--- config.mk ---
export PLATFORM = sky130hd
export DESIGN_NAME = image_rotation_remap
export DESIGN_NICKNAME = d
export VERILOG_FILES = /design/src/irr_pkg.sv /design/src/image_rotation_remap.sv /design/src/irr_rotate.sv /design/src/irr_bounds.sv
export SDC_FILE = /design/constraint.sdc
export NUM_CORES = 2
export LEC_CHECK = 0
export ABC_CLOCK_PERIOD_IN_PS = 20200
export BUFFER_PORTS_ARGS = -buffer_cell sky130_fd_sc_hd__buf_2
export CORE_ASPECT_RATIO = 1.75
export CORE_MARGIN = 5
export CORE_UTILIZATION = 62
export CTS_CLUSTER_DIAMETER = 40
export CTS_CLUSTER_SIZE = 16
export DETAILED_ROUTE_END_ITERATION = 10
export GPL_ROUTABILITY_DRIVEN = 0
export PLACE_DENSITY = 0.84
export SYNTH_ARGS = -nofsm -noshare
export SYNTH_HDL_FRONTEND = slang
export SYNTH_SLANG_ARGS = --single-unit
--- constraint.sdc ---
create_clock -name clk_i -period 20.2 [get_ports clk_i]
set_input_delay 3.03 -clock clk_i [delete_from_list [all_inputs] [get_ports clk_i]]
set_output_delay 3.03 -clock clk_i [all_outputs]
set_load 0.005 [all_outputs]
--- src/irr_pkg.sv ---
// Types and constants shared by the image rotation remap modules.
package irr_pkg;

  localparam int unsigned COORD_W    = 10;
  localparam int unsigned DIM_W      = 11;
  localparam int unsigned TRIG_W     = 16;
  localparam int unsigned RGBA_W     = 32;
  localparam int unsigned CFG_DATA_W = 16;
  localparam int unsigned CFG_IDX_W  = 3;
  // doubled, centred coordinate: 2*coord - dim
  localparam int unsigned DBL_W      = DIM_W + 1;
  localparam int unsigned PROD_W     = DBL_W + TRIG_W;

  // Configuration register indexes
  typedef enum logic [CFG_IDX_W-1:0] {
    REG_COS    = 3'd0,
    REG_SIN    = 3'd1,
    REG_WIDTH  = 3'd2,
    REG_HEIGHT = 3'd3
  } irr_reg_e;

  typedef struct packed {
    logic [COORD_W-1:0] src_x;
    logic [COORD_W-1:0] src_y;
    logic [RGBA_W-1:0]  pixel_rgba;
  } irr_in_t;

  typedef struct packed {
    logic [COORD_W-1:0] dest_x;
    logic [COORD_W-1:0] dest_y;
    logic [RGBA_W-1:0]  out_rgba;
  } irr_out_t;

  typedef struct packed {
    logic signed [TRIG_W-1:0] cos_value;
    logic signed [TRIG_W-1:0] sin_value;
    logic [DIM_W-1:0]         image_width;
    logic [DIM_W-1:0]         image_height;
  } irr_cfg_t;

endpackage

--- src/image_rotation_remap.sv ---
// Top level of the nearest-neighbor image rotation remapper.
//
//   channel  | handshake          | payload       | notes
//   ---------+--------------------+---------------+------------------------------
//   input    | start_i, busy_o    | in_i          | taken when start_i && !busy_o
//   result   | res_valid_o        | res_o         | one-cycle strobe, zero or one
//   config   | cfg_we_i           | cfg_idx_i,    | written on every edge with
//            |                    | cfg_wdata_i   | cfg_we_i high
//
// One item enters per cycle; busy_o stays low. Each item passes the input register,
// the rotation register (four 12x16 products and the sums) and the result register
// (truncation and bounds compare).
// Reset clears the valid flags and loads the identity rotation on a 64x64 image.
// The result side cannot stall, so nothing holds the pipeline.
module image_rotation_remap #(
  parameter int unsigned DIM_BITS  = 10,
  parameter int unsigned FRAC_BITS = 14
) (
  input  logic                              clk_i,
  input  logic                              rst_ni,
  input  logic                              start_i,
  output logic                              busy_o,
  input  irr_pkg::irr_in_t                  in_i,
  input  logic                              cfg_we_i,
  input  logic [irr_pkg::CFG_IDX_W-1:0]     cfg_idx_i,
  input  logic [irr_pkg::CFG_DATA_W-1:0]    cfg_wdata_i,
  output logic                              res_valid_o,
  output irr_pkg::irr_out_t                 res_o
);
  import irr_pkg::*;

  // Sum width: room for the products, the center offset and the bounds compare
  localparam int unsigned W_A   = PROD_W + 1;
  localparam int unsigned W_B   = FRAC_BITS + DBL_W;
  localparam int unsigned W_C   = FRAC_BITS + DIM_BITS + 3;
  localparam int unsigned W_D   = FRAC_BITS + DIM_W + 2;
  localparam int unsigned W_AB  = (W_A > W_B) ? W_A : W_B;
  localparam int unsigned W_CD  = (W_C > W_D) ? W_C : W_D;
  localparam int unsigned SUM_W = ((W_AB > W_CD) ? W_AB : W_CD) + 2;

  irr_cfg_t                cfg_q;
  irr_in_t                 in_q;
  logic                    in_vld_q;
  logic                    rot_vld;
  logic signed [SUM_W-1:0] nx, ny;
  logic [RGBA_W-1:0]       rot_rgba;

  // Write configuration registers
  always_ff @(posedge clk_i or negedge rst_ni) begin
    if (!rst_ni) begin
      cfg_q.cos_value    <= TRIG_W'(16'sd16384);
      cfg_q.sin_value    <= '0;
      cfg_q.image_width  <= DIM_W'(64);
      cfg_q.image_height <= DIM_W'(64);
    end else if (cfg_we_i) begin
      unique case (irr_reg_e'(cfg_idx_i))
        REG_COS:    cfg_q.cos_value    <= $signed(cfg_wdata_i[TRIG_W-1:0]);
        REG_SIN:    cfg_q.sin_value    <= $signed(cfg_wdata_i[TRIG_W-1:0]);
        REG_WIDTH:  cfg_q.image_width  <= cfg_wdata_i[DIM_W-1:0];
        REG_HEIGHT: cfg_q.image_height <= cfg_wdata_i[DIM_W-1:0];
        default: ;
      endcase
    end
  end

  assign busy_o = 1'b0;

  // Track input item valid
  always_ff @(posedge clk_i or negedge rst_ni) begin
    if (!rst_ni) begin
      in_vld_q <= 1'b0;
    end else begin
      in_vld_q <= start_i && !busy_o;
    end
  end

  // Capture the input item
  always_ff @(posedge clk_i) begin
    in_q <= in_i;
  end

  irr_rotate #(
    .FRAC_BITS (FRAC_BITS),
    .SUM_W     (SUM_W)
  ) u_rotate (
    .clk_i   (clk_i),
    .rst_ni  (rst_ni),
    .valid_i (in_vld_q),
    .item_i  (in_q),
    .cfg_i   (cfg_q),
    .valid_o (rot_vld),
    .nx_o    (nx),
    .ny_o    (ny),
    .rgba_o  (rot_rgba)
  );

  irr_bounds #(
    .FRAC_BITS (FRAC_BITS),
    .DIM_BITS  (DIM_BITS),
    .SUM_W     (SUM_W)
  ) u_bounds (
    .clk_i       (clk_i),
    .rst_ni      (rst_ni),
    .valid_i     (rot_vld),
    .nx_i        (nx),
    .ny_i        (ny),
    .rgba_i      (rot_rgba),
    .cfg_i       (cfg_q),
    .res_valid_o (res_valid_o),
    .res_o       (res_o)
  );

endmodule

--- src/irr_rotate.sv ---
// Rotation stage: centered doubled coordinates times cos/sin, plus the center offset.
module irr_rotate #(
  parameter int unsigned FRAC_BITS = 14,
  parameter int unsigned SUM_W     = 31
) (
  input  logic                        clk_i,
  input  logic                        rst_ni,
  input  logic                        valid_i,
  input  irr_pkg::irr_in_t            item_i,
  input  irr_pkg::irr_cfg_t           cfg_i,
  output logic                        valid_o,
  output logic signed [SUM_W-1:0]     nx_o,
  output logic signed [SUM_W-1:0]     ny_o,
  output logic [irr_pkg::RGBA_W-1:0]  rgba_o
);
  import irr_pkg::*;

  logic signed [DBL_W-1:0]  dx2, dy2;
  logic signed [PROD_W-1:0] p_xc, p_ys, p_xs, p_yc;
  logic signed [SUM_W-1:0]  off_x, off_y;
  logic signed [SUM_W-1:0]  nx_d, ny_d;
  logic signed [SUM_W-1:0]  nx_q, ny_q;
  logic [RGBA_W-1:0]        rgba_q;
  logic                     valid_q;

  // Center the doubled coordinates
  assign dx2 = $signed({1'b0, item_i.src_x, 1'b0}) - $signed({1'b0, cfg_i.image_width});
  assign dy2 = $signed({1'b0, item_i.src_y, 1'b0}) - $signed({1'b0, cfg_i.image_height});

  // Four small products in parallel
  assign p_xc = dx2 * cfg_i.cos_value;
  assign p_ys = dy2 * cfg_i.sin_value;
  assign p_xs = dx2 * cfg_i.sin_value;
  assign p_yc = dy2 * cfg_i.cos_value;

  // Move the origin back to the image center, in Q.FRAC_BITS
  assign off_x = $signed(SUM_W'({1'b0, cfg_i.image_width}) << FRAC_BITS);
  assign off_y = $signed(SUM_W'({1'b0, cfg_i.image_height}) << FRAC_BITS);

  assign nx_d = SUM_W'(p_xc) - SUM_W'(p_ys) + off_x;
  assign ny_d = SUM_W'(p_xs) + SUM_W'(p_yc) + off_y;

  // Track item valid
  always_ff @(posedge clk_i or negedge rst_ni) begin
    if (!rst_ni) begin
      valid_q <= 1'b0;
    end else begin
      valid_q <= valid_i;
    end
  end

  // Hold the rotated sums
  always_ff @(posedge clk_i) begin
    nx_q   <= nx_d;
    ny_q   <= ny_d;
    rgba_q <= item_i.pixel_rgba;
  end

  assign valid_o = valid_q;
  assign nx_o    = nx_q;
  assign ny_o    = ny_q;
  assign rgba_o  = rgba_q;

endmodule

--- src/irr_bounds.sv ---
// Bounds stage: truncate toward zero, drop points outside the image, register the result.
module irr_bounds #(
  parameter int unsigned FRAC_BITS = 14,
  parameter int unsigned DIM_BITS  = 10,
  parameter int unsigned SUM_W     = 31
) (
  input  logic                        clk_i,
  input  logic                        rst_ni,
  input  logic                        valid_i,
  input  logic signed [SUM_W-1:0]     nx_i,
  input  logic signed [SUM_W-1:0]     ny_i,
  input  logic [irr_pkg::RGBA_W-1:0]  rgba_i,
  input  irr_pkg::irr_cfg_t           cfg_i,
  output logic                        res_valid_o,
  output irr_pkg::irr_out_t           res_o
);
  import irr_pkg::*;

  localparam int unsigned Q_W = SUM_W - FRAC_BITS - 1;
  localparam logic signed [Q_W-1:0] LIM = Q_W'(1) << DIM_BITS;

  logic signed [Q_W-1:0] qx, qy, wq, hq;
  logic                  inc_x, inc_y;
  logic                  in_x, in_y;
  logic                  res_valid_q;
  irr_out_t              res_q;

  // Floor shift, then step up one for a negative value with a nonzero fraction
  assign inc_x = nx_i[SUM_W-1] & (|nx_i[FRAC_BITS:0]);
  assign inc_y = ny_i[SUM_W-1] & (|ny_i[FRAC_BITS:0]);
  assign qx = $signed(nx_i[SUM_W-1:FRAC_BITS+1]) + $signed({{(Q_W-1){1'b0}}, inc_x});
  assign qy = $signed(ny_i[SUM_W-1:FRAC_BITS+1]) + $signed({{(Q_W-1){1'b0}}, inc_y});

  assign wq = $signed({{(Q_W-DIM_W){1'b0}}, cfg_i.image_width});
  assign hq = $signed({{(Q_W-DIM_W){1'b0}}, cfg_i.image_height});

  // Keep only points inside both the image and the coordinate range
  assign in_x = !qx[Q_W-1] && (qx < wq) && (qx < LIM);
  assign in_y = !qy[Q_W-1] && (qy < hq) && (qy < LIM);

  // Strobe a result for one cycle
  always_ff @(posedge clk_i or negedge rst_ni) begin
    if (!rst_ni) begin
      res_valid_q <= 1'b0;
    end else begin
      res_valid_q <= valid_i && in_x && in_y;
    end
  end

  // Hold the result payload
  always_ff @(posedge clk_i) begin
    res_q.dest_x   <= qx[COORD_W-1:0];
    res_q.dest_y   <= qy[COORD_W-1:0];
    res_q.out_rgba <= rgba_i;
  end

  assign res_valid_o = res_valid_q;
  assign res_o       = res_q;

endmodule

* Yosys cells after proc, flatten, opt, wreduce, memory -nomap -nowiden *
Index checks and enable logic that the tools add are counted.

word-level totals
  output and inout port bits = 54
  register bits = 255
  input bits = 75

cells by class
  bitwise operators = 2
  reduce and logical (&&, ||, !) cells = 15
  magnitude comparators = 4
  equality and inequality tests = 3
  add/subtract/negate cells = 8
  multiply operators = 4

operators with widths
  operator                                                                         count
  12-bit by 16-bit multiplier with 28-bit output                                   4
  31-bit by 26-bit adder with 31-bit output                                        2
  16-bit by 2-bit adder with 16-bit output                                         2
  16-bit by 12-bit less-than comparator with 1-bit output                          2
  16-bit by 12-bit less-than comparator with 1-bit output (second input constant)  2
  15-bit OR reduction                                                              2
  28-bit by 28-bit adder with 29-bit output                                        1
  28-bit by 28-bit subtractor with 29-bit output                                   1
  11-bit by 11-bit subtractor with 12-bit output                                   2
  2-bit AND reduction                                                              4
  3-bit by 2-bit == test with 1-bit output (second input constant)                 2
  1-bit logical AND                                                                6
  3-bit by 1-bit == test with 1-bit output (second input constant)                 1
  3-bit zero test                                                                  1
  1-bit AND                                                                        2
  1-bit zero test                                                                  2

* Depth between registers and ports, before layout *
  depth after elaboration = 8
  mapped depth = 43
  gate-level depth less buffers = 42

* Hierarchy *
From an unflattened synthesis, not the netlist that was laid out.

unflattened totals
  cells, all modules = 3874
  area total of the unflattened synthesis = 38217.9 µm²

modules (own cells, without submodules)
  module                instances  cells an instance  sequential area each (µm²)  area an instance (µm²)
  irr_rotate            1          3480               1866.8                      32782.7
  image_rotation_remap  1          172                2421.1                      3145.5
  irr_bounds            1          222                1066.0                      2289.7

* Worst setup path before layout *
No wires, ideal clock.

  path type = flip-flop to flip-flop
  start point = reg cfg_q[0] in the netlist's numbering
  end point = reg u_rotate.ny_q[28], in the netlist u_rotate.ny_o[28]
  setup time = 0.126 ns
  stages on the path, launching flop included = 41
  arrival time = 9.563 ns
  period minus slack after synthesis = 9.689 ns
  setup slack = 10.511 ns
  required time = 20.074 ns
  path through = dfrtp_1 buf_2 clkbuf_1 inv_1 fa_1 a21o_1 a21oi_1 o21bai_1 a21oi_1 o21ai_1 a2111o_1 nand3_1 buf_2 nand2_1 fa_1 fa_1 inv_1 fa_1 [5 not listed] inv_1 ha_1 a211oi_2 o221a_2 o21ai_0 a21o_1 a21oi_1 xnor2_1 ha_1 a21o_1 a21oi_2 o21bai_1 a21oi_1 o21a_1 nor2_1 a2111oi_0 nor4b_2 xnor2_1

between the ends
  word-level cells in the longest chain between the ends = 4

ends and longest elaborated chain
  element                                         line                        text
  start, declared                                 image_rotation_remap.sv:41  irr_cfg_t cfg_q;
  11-bit by 11-bit subtractor with 12-bit output  irr_rotate.sv:28            assign dy2 = $signed({1'b0, item_i.src_y, 1'b0}) - $signed({1'b0, cfg_i.image_height});
  12-bit by 16-bit multiplier with 28-bit output  irr_rotate.sv:34            assign p_yc = dy2 * cfg_i.cos_value;
  28-bit by 28-bit adder with 29-bit output       irr_rotate.sv:41            assign ny_d = SUM_W'(p_xs) + SUM_W'(p_yc) + off_y;
  31-bit by 26-bit adder with 31-bit output *     irr_rotate.sv:41
  net u_rotate.ny_d[28]                           irr_rotate.sv:21            logic signed [SUM_W-1:0] nx_d, ny_d;
  end signal, assigned                            irr_rotate.sv:55            ny_q <= ny_d;
  end, declared                                   irr_rotate.sv:22            logic signed [SUM_W-1:0] nx_q, ny_q;

Mark *: on every way through the listed nets, which the timed path passes. The rest lies on a longest branch.
A chain may end at the register's enable or synchronous reset.

* Worst setup path after layout *
  start point = reg cfg_q[12] in the netlist's numbering
  end point = reg u_rotate.ny_q[26], in the netlist u_rotate.ny_o[26]

between the ends
  word-level cells in the longest chain between the ends = 4

ends and longest elaborated chain
  element                                         line              text
  11-bit by 11-bit subtractor with 12-bit output  irr_rotate.sv:27  assign dx2 = $signed({1'b0, item_i.src_x, 1'b0}) - $signed({1'b0, cfg_i.image_width});
  12-bit by 16-bit multiplier with 28-bit output  irr_rotate.sv:33  assign p_xs = dx2 * cfg_i.sin_value;
  28-bit by 28-bit adder with 29-bit output       irr_rotate.sv:41
  31-bit by 26-bit adder with 31-bit output       irr_rotate.sv:41
  net u_rotate.ny_d[26]                           irr_rotate.sv:21

The timed path passes the listed nets, and every way through them passes these cells.

==> flow_summary.ini <==
[status]
status = completed

[logic_synthesis]
syn_avg_cell_area_um2 = 9.95
synthArstFlopShare = 0.224
synth_warnings = 0
synthFlopType = dfxtp_1
ys_ff_latch = 255
synth_top_area_frac = 0.443
synth_area_um2 = 37700
yosys.area.top_type = fa_1
yosys-top-cells-area = fa_1 44%, dfxtp_1 11%, ha_1 9.2%, inv_1 8.5%, and2_1 5.8%
synth_seq_area_share = 0.143
synth_nets = 4969
synth-edff-count = 0
synthCells = 3784
synth_cell_type_count = 82

[grt]
track_usage = 0.318
overflow = 0
antenna_found_initial = 2
grt_pass1_vias = 31311
grt_start_max_net_pins = 58
grt_first_pass_wirelength_um = 163000

[worst_setup_path]
start_kind = flop
cp_slowest_stage_delay_ns = 0.82
cpMaxStageDelayCell = o311ai_0
cp_common_cell = fa_1
required_ns = 20.65
crit_arrival_ns = 11.72
worst_r2r_path_depth = 36
worstSetupEndpointType = flop
cp_max_fo = 21
crit_type = flop to flop

[timing]
slew_headroom = 0.236
fin_crit_ns = 11.27
clock.fmax_mhz = 88.7
worst_pin_slew_ns = 1.14
setup_violations = 0
finalHoldViolations = 0
post-route-period-util = 0.558
rsz0062_at_grt = no
finalWorstSetupSlack_ns = 8.93
finalClockSkew_ns = 0.0226
finalMaxSlewViolations = 0
fin_tns_setup_ns = 0

[detailed_routing]
viasPerCell = 5.81
wl_um = 101000
drt-initial-drc-count = 2073
num_vias = 27074
ant_nets = 0
first_pass_iters = 6
routedWlPerCell_um = 21.7
drc = 0

[run]
maxCapViolCount = 0

[cts]
cts_sinks = 255
hold_buffers = 0
cts_inserted_buffers = 28
cts_tree = yes
htreeDepth = 1
cts-root-buf = clkbuf_16
clock_latency_ns = 0.59
post_cts_resized = 0
path_clk_slew_ns = 0.07
clockBufferDepth = 3
post_cts_buffers = 0

[min_path]
hold_depth = 0
hp-class = flop to flop

[floorplan]
die_area_um2 = 66000
core_area_um2 = 60200
num_io_pins = 129
die_h_um = 336
die_w_um = 196
rows = 119
start_util = 0.626

[placed_design]
placed_cell_area_um2 = 39300
port_buffers = 127
dp_hpwl_um = 77600
place_ws_ns = 9.23

[cells_and_area]
area_growth_pct = 6.83
drive_gt1_frac = 0.0863
stdcell_area_um2 = 40200
antenna_cells = 0
nNetsFinal = 5035
==> registers in the layout (all words and copies together) (netlist names) <==
name / count
u_bounds.res_valid_o: 1
in_q: 52
u_rotate.nx_o: 31
u_rotate.ny_o: 31
in_vld_q: 1
u_rotate.rgba_o: 32
u_rotate.valid_o: 1
cfg_q: 54
u_bounds.res_o: 52
==> metal layers <==
layer / GRT usage / vias up / wire length, µm
met5: 0 / - / 12
met4: 0.279 / 2 / 11900
met3: 0.0525 / 669 / 7490
met2: 0.564 / 1447 / 51900
met1: 0.319 / 13647 / 29700
li1: - / 11309 / -
==> kinds of logic after synthesis <==
family,synth area share
xor gates and xnor gates,0.0327
muxes,0.0131
buffers and inverters,0.100
and+or+nand+nor,0.132
DFF,0.143
adders and majority gates,0.535
other,0.0000996
AOI/OAI and AO/OA,0.0431
==> worst max-delay path: cells and delay by family, from the launching register on <==
family          cells  cell delay [ns]
fa+ha+maj          10             4.51
compound gates     14             3.68
simple gates        7             1.34
flops               1             0.40
xor+xnor            1             0.18
buf+inv             4             0.97
==> through the flow <==
| stage | instances | hold WS [ns] | util |
|---|---|---|---|
| 6_report | 4656 | 0.326 | 0.669 |
| 5_1_grt | 4656 | 0.334 | 0.669 |
| 4_1_cts | 4656 | 0.325 | 0.669 |
| 3_5_place_dp | 4606 | 0.312 | 0.653 |
| 3_3_place_gp | 4606 | 0.310 | 0.653 |
| 2_1_floorplan | 3784 | 0.310 | - |
==> area by class of cell <==
class	count	area, µm²
well taps	786	983
repair buffers	184	1060
clock buffers	32	716
clock inverters	18	235
fillers	4462	19900
flip-flops and latches	255	5390
multi-input cells	2527	28600
inverters	854	3210
==> synth_stat cells (25+ instances only) <==
cell,instances
a21o_1,38
a21oi_1,60
and2_1,352
clkbuf_1,138
dfrtp_1,54
dfxtp_1,198
fa_1,833
ha_1,277
inv_1,854
mux2_2,43
nand2_1,415
nand2b_1,34
nand3_1,25
nor2_1,90
o21ai_0,38
xnor2_1,92
xor2_1,43
==> layout by cell type (no fill, tap or decap), types with 6 or more instances in the layout <==
| cell | count |
|---|---|
| clkbuf_16 | 28 |
| o21ai_0 | 38 |
| dfxtp_1 | 198 |
| o21a_1 | 15 |
| a21o_1 | 38 |
| fa_1 | 833 |
| buf_2 | 127 |
| nand2_1 | 415 |
| ha_1 | 277 |
| xor2_2 | 7 |
| inv_1 | 854 |
| nor4_1 | 8 |
| xor2_1 | 38 |
| o21ai_1 | 9 |
| nand4_1 | 10 |
| a21oi_1 | 60 |
| mux2_2 | 43 |
| buf_4 | 57 |
| inv_8 | 7 |
| xnor2_2 | 9 |
| nor3_1 | 15 |
| xnor2_1 | 84 |
| o21bai_1 | 15 |
| and3_1 | 10 |
| nor2b_1 | 7 |
| a211oi_1 | 6 |
| a31oi_1 | 7 |
| nand2b_1 | 34 |
| dfrtp_1 | 54 |
| nor2_1 | 87 |
| and2_1 | 352 |
| nand3_1 | 25 |
==> path summary, 6_finish.rpt <==
kind,from,endpoint,slack (ns)
min in group asynchronous,rst_ni,in_vld_q,2.61
hold / removal,u_rotate.rgba_o[25],u_bounds.res_o[25],0.33
max in group asynchronous,rst_ni,cfg_q[9],16.98
setup / recovery,cfg_q[12],u_rotate.ny_o[26],8.93
setup reg to reg,cfg_q[12],u_rotate.ny_o[26],8.93
hold reg to reg,u_rotate.rgba_o[25],u_bounds.res_o[25],0.33
Power is not shown: default switching activity piles up to over one toggle a cycle in this logic, so the estimate is an artifact.
